### src/rtl/aavr_pkg.sv
// Shared constants, CORDIC angle table and queue entry type for the rotation block.
// No dependencies.
`timescale 1ns / 1ps

package aavr_pkg;

   localparam int FRAC_BITS    = 16;
   localparam int TRIG_STEPS   = 16;
   localparam int ATAN_LEN     = 24;
   localparam int CORDIC_STEPS = (TRIG_STEPS > ATAN_LEN) ? ATAN_LEN : TRIG_STEPS;
   localparam int ANGLE_W      = 19;
   localparam int ANGLE_SHIFT  = 30 - FRAC_BITS;
   localparam int RED_W        = ANGLE_W + ANGLE_SHIFT + 2;
   localparam int CW           = 34;
   localparam int SQRT_STEPS   = 32;
   localparam int DIV_STEPS    = 31;
   localparam int NORM_STAGES  = SQRT_STEPS + DIV_STEPS;
   localparam int QUEUE_DEPTH  = 4;
   localparam int QUEUE_AW     = $clog2(QUEUE_DEPTH);

   localparam logic signed [63:0] Q30_ONE     = 64'sd1073741824;
   localparam logic signed [63:0] Q30_PI      = 64'sd3373259426;
   localparam logic signed [63:0] Q30_HALF_PI = 64'sd1686629713;
   localparam logic signed [63:0] Q30_TWO_PI  = 64'sd6746518852;
   localparam logic signed [63:0] CORDIC_GAIN = 64'sd652032874;
   localparam logic signed [63:0] ROUND_HALF  = 64'sd536870912;
   localparam logic signed [63:0] S32_MAX     = 64'sd2147483647;
   localparam logic signed [63:0] S32_MIN     = -64'sd2147483648;

   typedef struct packed {
      logic [2:0][31:0]     vec;
      logic [2:0][31:0]     amag;
      logic [2:0]           asgn;
      logic [63:0]          l2;
      logic signed [CW-1:0] ang;
      logic                 negate;
      logic                 zero;
   } front_type;

   function automatic logic signed [CW-1:0] atan_q30(input int idx);
      logic signed [CW-1:0] v;
      unique case (idx)
         0:  v = CW'(843314856);
         1:  v = CW'(497837829);
         2:  v = CW'(263043836);
         3:  v = CW'(133525158);
         4:  v = CW'(67021686);
         5:  v = CW'(33543515);
         6:  v = CW'(16775850);
         7:  v = CW'(8388437);
         8:  v = CW'(4194282);
         9:  v = CW'(2097149);
         10: v = CW'(1048575);
         11: v = CW'(524287);
         12: v = CW'(262143);
         13: v = CW'(131071);
         14: v = CW'(65535);
         15: v = CW'(32767);
         16: v = CW'(16383);
         17: v = CW'(8191);
         18: v = CW'(4095);
         19: v = CW'(2047);
         20: v = CW'(1023);
         21: v = CW'(511);
         22: v = CW'(255);
         23: v = CW'(127);
         default: v = '0;
      endcase
      return v;
   endfunction

endpackage

### src/rtl/aavr_fifo.sv
// Short request queue between the front and back parts.
// Depends on aavr_pkg.
`timescale 1ns / 1ps

module aavr_fifo (
   input  logic                  clock,
   input  logic                  reset,
   input  logic                  push,
   input  aavr_pkg::front_type   wr_data,
   output logic                  full,
   input  logic                  pop,
   output aavr_pkg::front_type   rd_data,
   output logic                  empty
);

   localparam int AW = aavr_pkg::QUEUE_AW;

   aavr_pkg::front_type mem_ff [aavr_pkg::QUEUE_DEPTH];
   logic [AW-1:0]       wr_ptr_ff;
   logic [AW-1:0]       rd_ptr_ff;
   logic [AW:0]         count_ff;

   assign full    = (count_ff == (AW+1)'(aavr_pkg::QUEUE_DEPTH));
   assign empty   = (count_ff == '0);
   assign rd_data = mem_ff[rd_ptr_ff];

   always_ff @(posedge clock) begin
      if (reset) begin
         wr_ptr_ff <= '0;
         rd_ptr_ff <= '0;
         count_ff  <= '0;
      end else begin
         if (push) begin
            wr_ptr_ff <= wr_ptr_ff + 1'b1;
         end
         if (pop) begin
            rd_ptr_ff <= rd_ptr_ff + 1'b1;
         end
         if (push && !pop) begin
            count_ff <= count_ff + 1'b1;
         end else if (pop && !push) begin
            count_ff <= count_ff - 1'b1;
         end
      end
   end

   always_ff @(posedge clock) begin
      if (push) begin
         mem_ff[wr_ptr_ff] <= wr_data;
      end
   end

endmodule

### config.mk
export PLATFORM = sky130hd
export DESIGN_NAME = aavr_fifo
export DESIGN_NICKNAME = d
export VERILOG_FILES = /design/src/rtl/aavr_pkg.sv /design/src/rtl/aavr_fifo.sv
export SDC_FILE = /design/constraint.sdc
export NUM_CORES = 1
export LEC_CHECK = 0
export BUFFER_PORTS_ARGS = -buffer_cell sky130_fd_sc_hd__buf_2
export CAP_MARGIN = 20
export CORE_MARGIN = 4
export CORE_UTILIZATION = 35
export CTS_CLUSTER_SIZE = 12
export DETAILED_ROUTE_END_ITERATION = 6
export GPL_TIMING_DRIVEN = 1
export SLEW_MARGIN = 20
export SYNTH_ARGS = -nofsm -noshare
export SYNTH_HDL_FRONTEND = slang
export SYNTH_SLANG_ARGS = --single-unit
### constraint.sdc
create_clock -name clock -period 9.91 [get_ports clock]
set_input_delay 0.4955 -clock clock [delete_from_list [all_inputs] [get_ports clock]]
set_output_delay 0.4955 -clock clock [all_outputs]
set_load 0.01 [all_outputs]
# Yosys cells after proc, flatten, opt, wreduce, memory -nomap -nowiden
# Memory sizes are Yosys's and may differ from the RTL's. A register that Yosys moved wholly into a read port is not among the register bits.
# Index checks and enable logic that the tools add are counted.
[op_classes] n_eq_ne=1 reduce_logical=6 n_addsub=4 n_mux=6
[op_table] cell="two-way mux 3 bit" n=2
[op_table] cell="adder 2 x 1 -> 2 bit, second input constant" n=2
[op_table] cell="two-way mux 2 bit" n=2
[op_table] cell="adder 3 x 1 -> 3 bit, second input constant" n=1
[op_table] cell="== test 3 bit, second input constant" n=1
[op_table] cell="logical NOT 3 bit" n=1
[op_table] cell="subtractor 3 x 1 -> 3 bit, second input constant" n=1
[op_table] cell="logical AND 1 bit" n=2
[op_table] cell="logical NOT 1 bit" n=2
[op_table] cell="two-way mux 1 bit" n=2
[op_table] cell="nonzero test 2 bit" n=1
[word_totals] out_inout_bits=297 reg_bits=7 wordCells=21 mem_count=1 ramBits=1180
[memory_table] name="mem_ff" depth=4 width=295 read_ports=1 rd_ports_with_merged_regs=1 write_ports=1 line_no="aavr_fifo.sv:18" text="aavr_pkg::front_type mem_ff [aavr_pkg::QUEUE_DEPTH];"

# Longest topological paths before layout
# Gate-level depths: netlist of run 1.
[logic_depth] depth_word=4 ltp_mapped=7

# Worst setup path after synthesis of run 1
# No wires, ideal clock.
[synth_path] kind="reg-to-reg" start="register wr_ptr_ff[0]" end="memory mem_ff[0][0] (netlist name) (enable)" path_slack_ns=1.999 period_less_slack_ns=7.911 required_time_ns=9.217 path_buffers=0 path_stages_with_launch=4 arrival_ns=7.218 cell_sequence="dfxtp_1 inv_1 ha_1 and2_1"
[synth_rtl] item="start, declared" line_no="aavr_fifo.sv:19" text="logic [AW-1:0] wr_ptr_ff;"
[synth_rtl] item="start signal, assigned" line_no="aavr_fifo.sv:34" text="wr_ptr_ff <= wr_ptr_ff + 1'b1;"
[synth_rtl] item="end, declared" line_no="aavr_fifo.sv:18"
# Straight into the memory's write port.

==> results.yml, run 1 <==
outcome:
  outcome: "finished, final reports clean"
route:
  vias: 20493
  routed_wl_um: 94700
  first_iter_violations: 1375
  route.antenna.remaining_nets: 0
  via_per_inst: 4.80
  routedWlPerCell_um: 22.2
  drc: 0
  dr.pass1.iters: 5
cts:
  htree_levels: 3
  cts.sinks: 1189
  cts_buffer_depth: 3
  cts.clk_slew.worst_paths_ps: 60
  tritoncts: "done"
  numCtsBuffers: 121
  insertion_delay_ps: 700
  post_cts_buffers: 0
  cts_root_buf: "clkbuf_16"
synth:
  synth-edff-count: 1180
  ys_seq_elements: 1189
  yosys_warnings: 0
  async_reset_ff_frac: 0
  yosysUniqueCellTypes: 22
  synth_cells: 1585
  synth_nets: 1890
  syn_avg_cell_area_um2: 27.3
  syn_area_um2: 43300
  ys.flop_type: "edfxtp_1"
  yosysSeqAreaShare: 0.822
sta:
  timing.final.ws_setup_ps: 5520
  final.setup.tns_ps: 0
  holdWs_ps: 148
  skew_ps: 34.7
  fin_crit_sh: 0.443
  slew_viol_final: 0
  min_period_ps: 4390
  slew-limit-headroom: 0.211
  max_freq_ghz: 0.228
  rsz0062_at_grt: "false"
  hold_viol_final: 0
  worst_pin_slew_ps: 1180
  setup_viol: 0
placement:
  gp_congestion: 0.732
  dp_slack_ps: 6090
  place_inst: 3757
  dpl.hpwl_um: 57200
  io_buffers: 595
  placed_area_um2: 48100
final_layout:
  fin_nets: 2856
  mostFrequentLayoutCell: "edfxtp_1"
  layout_common_cells: "edfxtp_1, buf_2, dlygate4sd3_1, mux4_2, clkbuf_16"
  finalInstanceArea_um2: 54700
  drive_gt1_frac: 0.370
  areaGrowthSynthToFinish_pct: 26.2
  stdcell_count: 4269
  utilization: 0.447
power:
  p_seq_frac: 0.523
  combPwrFrac: 0.102
  switching_share: 0.221
  p_leak_nw: 18.4
  pwr-share-clk: 0.374
  finalPower_mw: 11.2
  p_per_area_nw_per_um2: 204
  power.internal_mw: 8.70
  switchingPower_mw: 2.47
  ir_drop_v: 0.000149
worst_hold_path:
  holdPathStages: 3
  hold_class: "in2reg"
global_routing:
  grt_max_degree: 138
  antenna_found_initial: 14
  track_usage: 0.144
  grt-ovfl-total: 0
  grt_pass1_vias: 22171
  grt_pass1_wl_um: 143000
worst_setup_path:
  reg2reg_depth: 5
  critPathMaxFanout: 45
  critPathMostFrequentCell: "buf_4"
  crit_required_ps: 9410
  crit_type: "reg2out"
  startpoint_type: "flop"
  worst_ep_arrival_time_ps: 3890
  cp_slowest_cell: "buf_4"
  slowest_delay_ps: 780
  end_kind: "output pin"
  worstPathCellList: "buf_4, buf_4, mux4_1, buf_2"
floorplan:
  start_util: 0.354
  pin_count: 596
  dieArea_um2: 130000
  core_um2: 122000
  die_y_um: 360
  rows: 128
  die_w_um: 360
job:
  max-cap-violations: 0
state kept, by name (all words and copies together) (netlist names), named ones only:
name       flops
mem_ff      1180
count_ff       3
rd_ptr_ff      2
wr_ptr_ff      2
synth_stat cells (all sizes together), types with 2 or more instances:
master  instances  area, um^2
edfxtp       1180       35400
mux4          295        6960
buf            60         493
dfxtp           9         180
clkbuf          7        26.3
nor2            7        26.3
ha              5        62.6
and2            4        25.0
inv             4        15.0
xor2            3        26.3
mux2i           2        20.0
xnor2           2        17.5
path summary, 6_finish.rpt:
path / slack (ps) / to / from
max: 5520 / rd_data[223] / flop
min reg2reg: 510 / count_ff[2] / count_ff[2]
max reg2reg: 6350 / mem_ff[0][73] / wr_ptr_ff[0]
min: 150 / wr_ptr_ff[0] / push
power by group through the flow:
stage / Combinational, mW / Sequential (mW) / Clock [mW]
after CTS: 1.17 / 5.85 / 4.32
after floorplan: 0.610 / 5.99 / 0
after global routing: 1.23 / 5.86 / 4.55
final: 1.14 / 5.85 / 4.18
after global placement: 1.05 / 5.94 / 0
after detailed placement: 1.07 / 5.95 / 0
final cells by class:
cell class | count | area, um^2
fillers | 10301 | 67700
repair buffers | 910 | 6180
flip-flops and latches | 1189 | 35600
multi-input cells | 325 | 7200
inverters | 4 | 15.0
diodes | 11 | 27.5
clock buffers | 161 | 3180
clock inverters | 44 | 443
well taps | 1625 | 2030
logic make-up (layout without fill, tap and decap cells):
kind of cell,after synthesis,after routing,share of synthesized area
other cells,0,11,0
simple gates,15,15,0.00170
xor+xnor,5,5,0.00101
compound gates,2,2,0.000231
flops,1189,1189,0.822
fa+ha+maj,6,6,0.00191
buf+inv,71,1119,0.0123
mux,297,297,0.161
routing by layer:
metal / up-vias / track usage / routed length (um)
met5: - / 0 / 41
met3: 145 / 0.0449 / 6540
li1: 8944 / - / -
met4: 6 / 0.0415 / 2280
met1: 10791 / 0.181 / 37700
met2: 607 / 0.243 / 48200
what timing repair did:
item                                    4_1_cts  5_1_grt
gates resized for setup                       0        0
endpoints found under the setup margin        0        0
hold buffers                                296        0
hold endpoints to repair                   1185        0
critical path: cells and delay by family (launching register included):
| family | cells | cell delay (ps) |
|---|---|---|
| flip-flops | 1 | 730 |
| multiplexers | 1 | 700 |
| buffers and inverters | 3 | 1580 |
Power figures use the tool's default switching activity.
==> inputs of run 2 (changes only) <==
clock period = 4.3 ns   (was 9.91 ns; I/O delays follow)
==> run 2 against run 1 <==
  * Worst setup slack got worse by 4400 ps
  * Register-to-register slack got worse by 4400 ps
  * Cell count up 1.8%
  * Clock skew down 13 ps
  * First-iteration DRC count increased by 16%
  * Utilization up 0.84 points
  * Count of clock-buffer cells in the layout is 4 higher
  * Total power is 140% higher
==> results.yml, run 2 (synthesized netlist as in run 1, its figures left out) <==
outcome:
  outcome: "finished, final reports clean"
global_routing:
  grt_pass1_wl_um: 148000
  grt_max_degree: 94
  grt_pass1_vias: 22867
  track_usage: 0.151
  grt-ovfl-total: 0
  antenna_found_initial: 6
route:
  first_iter_violations: 1595
  dr.pass1.iters: 5
  via_per_inst: 4.81
  routedWlPerCell_um: 22.6
  routed_wl_um: 98300
  drc: 0
  vias: 20896
  route.antenna.remaining_nets: 0
worst_setup_path:
  cp_slowest_cell: "dfxtp_4"
  startpoint_type: "flop"
  crit_required_ps: 4090
  end_kind: "output pin"
  slowest_delay_ps: 770
  reg2reg_depth: 3
  worst_ep_arrival_time_ps: 3000
  worstPathCellList: "buf_12, buf_12, mux4_1, buf_2"
  critPathMaxFanout: 41
  crit_type: "reg2out"
  critPathMostFrequentCell: "buf_12"
sta:
  min_period_ps: 3220
  skew_ps: 21.3
  hold_viol_final: 0
  rsz0062_at_grt: "false"
  slew-limit-headroom: 0.343
  fin_crit_sh: 0.748
  final.setup.tns_ps: 0
  max_freq_ghz: 0.311
  worst_pin_slew_ps: 985
  setup_viol: 0
  slew_viol_final: 0
power:
  combPwrFrac: 0.104
  pwr-share-clk: 0.388
  switching_share: 0.226
  power.internal_mw: 20.5
  finalPower_mw: 26.5
  ir_drop_v: 0.000365
  p_per_area_nw_per_um2: 476
  switchingPower_mw: 6.00
  p_seq_frac: 0.508
  p_leak_nw: 19.0
placement:
  dpl.hpwl_um: 63200
  gp_congestion: 0.773
  io_buffers: 595
cts:
  post_cts_resized: 0
  post_cts_buffers: 0
  cts.sinks: 1189
  insertion_delay_ps: 740
  cts_buffer_depth: 3
  cts.clk_slew.worst_paths_ps: 60
  tritoncts: "done"
  numCtsBuffers: 130
  cts_root_buf: "clkbuf_16"
  htree_levels: 4
  cts.hold.buffers_added: 299
floorplan:
  die_w_um: 360
  dieArea_um2: 130000
  rows: 128
  pin_count: 596
  core_um2: 122000
  die_y_um: 360
  start_util: 0.354
worst_hold_path:
  hold_class: "in2reg"
  holdPathStages: 2
final_layout:
  areaGrowthSynthToFinish_pct: 28.6
  layout_common_cells: "edfxtp_1, buf_2, dlygate4sd3_1, mux4_2, clkbuf_16"
  largest_register: "mem_ff"
  multiInputGateArea_um2: 7200
  reg.largest.list: "mem_ff: 1180 flops, count_ff: 3 flops"
  fin_nets: 2933
  fillCellCount: 10231
  mostFrequentLayoutCell: "edfxtp_1"
  largest_reg_flops: 1180
  drive_gt1_frac: 0.390
  regArea_um2: 35600
job:
  max-cap-violations: 0
[run 2: cell types whose count changed in the layout (fill, tap and decap cells not counted), moves of 3 or more]
cell / delta
buf_12: +13
buf_4: +51
clkbuf_1: -7
clkbuf_16: +10
clkinv_8: +3
diode_2: -5
dlygate4sd3_1: +3
[run 2: layout make-up]
class | count | share of cell area
antenna | 6 | 0.000269
clock buffer | 165 | 0.0613
clock inverter | 54 | 0.00970
inverter | 4 | 0.000269
multi-input combinational | 325 | 0.129
sequential | 1189 | 0.639
tap | 1625 | 0.0365
timing repair buffer | 978 | 0.124
[run 2: worst max-delay path, delay by kind of cell, from the launching register on]
kind | cells | cell delay [ps]
buffers and inverters | 3 | 760
flip-flops | 1 | 770
multiplexers | 1 | 630
[run 2: worst paths after layout]
path,slack [ps],from,endpoint
hold / removal,220,wr_data[25],mem_ff[2][25]
setup / recovery,1080,flop,rd_data[44]
hold reg to reg,530,rd_ptr_ff[1],rd_ptr_ff[1]
setup reg to reg,1990,wr_ptr_ff[0],mem_ff[1][112]
[run 2: routing by layer]
metal,wire [um],GRT usage,vias to the layer above,part of all wire
met5,39,0,-,0.00040
li1,-,-,9090,-
met2,49200,0.250,667,0.50
met4,2530,0.0499,6,0.026
met3,7240,0.0465,167,0.074
met1,39200,0.190,10966,0.40
[run 2: power by group through the flow]
stage	combinational (mW)	clock (mW)	sequential, mW
global placement	2.53	0	13.7
floorplan	1.41	0	13.7
detailed placement	2.58	0	13.7
global route	2.97	11.1	13.5
finish	2.76	10.3	13.5
CTS	2.83	10.6	13.5
[run 2: stage by stage]
stage               setup WS [ps]  hold WS, ps  utilization  cell area (um^2)  instances
floorplan                    1260          314            -             43400       1585
global placement             1760          423        0.398             48700       3821
detailed placement           1730          430        0.399             48800       3822
CTS                           862          134        0.455             55700       4340
global route                  808          175        0.455             55700       4342
finish                       1080          221        0.455             55700       4346
==> inputs of run 3 (changes only) <==
clock period = 3 ns   (was 4.3 ns; I/O delays follow)
==> run 3 against run 2 <==
  * Worst setup slack got worse by 900 ps
  * Die area is the same
  * First-iteration DRC count shrank 4.6%
  * Register-to-register slack lost 920 ps
  * Hold slack worse by 82 ps
  * Clock skew rose by 6.5 ps
  * Utilization rose by 0.11 points
  * Wire length fell by 0.89%
  * Critical path depth did not move
  * Sequential power grew 43%
  * Largest cell class unchanged
==> results.yml, run 3 (synthesized netlist as in run 1, its figures left out) <==
power:
  p_leak_nw: 19.0
  switching_share: 0.228
  switchingPower_mw: 8.60
  ir_drop_v: 0.000526
  finalPower_mw: 37.8
  p_seq_frac: 0.510
  power.internal_mw: 29.2
  pwr-share-clk: 0.383
  combPwrFrac: 0.106
  p_per_area_nw_per_um2: 676
route:
  first_iter_violations: 1521
  route.antenna.remaining_nets: 0
  dr.pass1.iters: 5
  drc: 0
  routed_wl_um: 97400
  routedWlPerCell_um: 22.3
  via_per_inst: 4.81
  vias: 20982
placement:
  dp_slack_ps: 933
  placed_area_um2: 49000
  gp_congestion: 0.774
  io_buffers: 595
  dpl.hpwl_um: 63700
worst_setup_path:
  startpoint_type: "flop"
  reg2reg_depth: 4
  crit_required_ps: 2850
  end_kind: "output pin"
  worst_ep_arrival_time_ps: 2670
  crit_type: "reg2out"
  critPathMaxFanout: 27
floorplan:
  die_w_um: 360
  core_um2: 122000
  pin_count: 596
  die_y_um: 360
  dieArea_um2: 130000
  start_util: 0.354
  rows: 128
final_layout:
  reg.largest.list: "mem_ff: 1180 flops, count_ff: 3 flops"
  mostFrequentLayoutCell: "edfxtp_1"
  finalInstanceArea_um2: 55900
  fillCellCount: 10240
  areaGrowthSynthToFinish_pct: 28.9
  layout_common_cells: "edfxtp_1, buf_2, dlygate4sd3_1, mux4_2, clkbuf_16"
  largest_register: "mem_ff"
  drive_gt1_frac: 0.394
  fin_nets: 2942
  largest_reg_flops: 1180
sta:
  hold_viol_final: 0
  worst_pin_slew_ps: 702
  min_period_ps: 2820
  rsz0062_at_grt: "false"
  slew_viol_final: 0
  max_freq_ghz: 0.354
  timing.final.ws_setup_ps: 178
  slew-limit-headroom: 0.532
  fin_crit_sh: 0.941
  setup_viol: 0
  skew_ps: 27.8
outcome:
  outcome: "finished, final reports clean"
cts:
  post_cts_resized: 0
  htree_levels: 4
  cts_root_buf: "clkbuf_16"
  insertion_delay_ps: 760
  tritoncts: "done"
  cts.clk_slew.worst_paths_ps: 60
  cts.sinks: 1189
  post_cts_buffers: 0
  cts_buffer_depth: 3
  numCtsBuffers: 130
global_routing:
  grt_max_degree: 86
  antenna_found_initial: 9
  grt_pass1_wl_um: 146000
  grt_pass1_vias: 22862
  track_usage: 0.149
  grt-ovfl-total: 0
worst_hold_path:
  holdPathStages: 2
  hold_class: "in2reg"
job:
  max-cap-violations: 0
## run 3: cell types whose count changed in the layout (fill, tap and decap cells not counted), moves of 3 or more
cell | before | now
clkinvlp_4 | 2 | 5
bufinv_16 | 4 | 1
buf_12 | 21 | 33
clkinv_2 | 6 | 11
## run 3: final cells by class
type                       instances  area (um^2)  share of cell area
sequential                      1189        35600               0.638
clock inverter                    56          482             0.00862
tap                             1625         2030              0.0364
inverter                           4         15.0            0.000269
antenna                            7         17.5            0.000314
multi-input combinational        325         7200               0.129
clock buffer                     167         3410              0.0611
timing repair buffer             987         7080               0.127
## run 3: power by group through the flow
| stage | clock (mW) | sequential [mW] | combinational (mW) |
|---|---|---|---|
| floorplan | 0 | 19.6 | 2.02 |
| global placement | 0 | 19.6 | 3.71 |
| detailed placement | 0 | 19.6 | 3.76 |
| CTS | 14.9 | 19.3 | 4.12 |
| global route | 15.7 | 19.3 | 4.30 |
| finish | 14.5 | 19.3 | 4.01 |
## run 3: worst max-delay path: stages (launching register included)
cell     delay (ps)
dfxtp_4         460
buf_12          260
buf_4           330
mux4_1          630
buf_2           170
## run 3: worst paths after layout
kind           startpoint  slack, ps              to
max                  flop        180    rd_data[172]
min          wr_data[183]        140  mem_ff[3][183]
max reg2reg  wr_ptr_ff[0]       1070  mem_ff[3][200]
min reg2reg  rd_ptr_ff[1]        510            flop
## run 3: layer usage
layer	up-vias	track usage	part of all wire
met5	-	0	0.00013
met4	2	0.0509	0.027
met3	165	0.0477	0.068
met2	617	0.255	0.51
met1	11065	0.178	0.39
li1	9133	-	-
## run 3: what timing repair did
item                                    in CTS  in global routing
endpoints found under the setup margin       0                  0
hold endpoints to repair                  1210                  0
hold buffers                               299                  0
## run 3: per-stage QoR
| step | util | TNS [ps] | hold WS [ps] | cells |
|---|---|---|---|---|
| floorplan | - | -4670 | 249 | 1585 |
| CTS | 0.456 | 0 | 39.1 | 4353 |
| detailed placement | 0.400 | 0 | 364 | 3831 |
| global route | 0.457 | 0 | 78.9 | 4359 |
| finish | 0.457 | 0 | 139 | 4360 |
| global placement | 0.400 | 0 | 359 | 3831 |
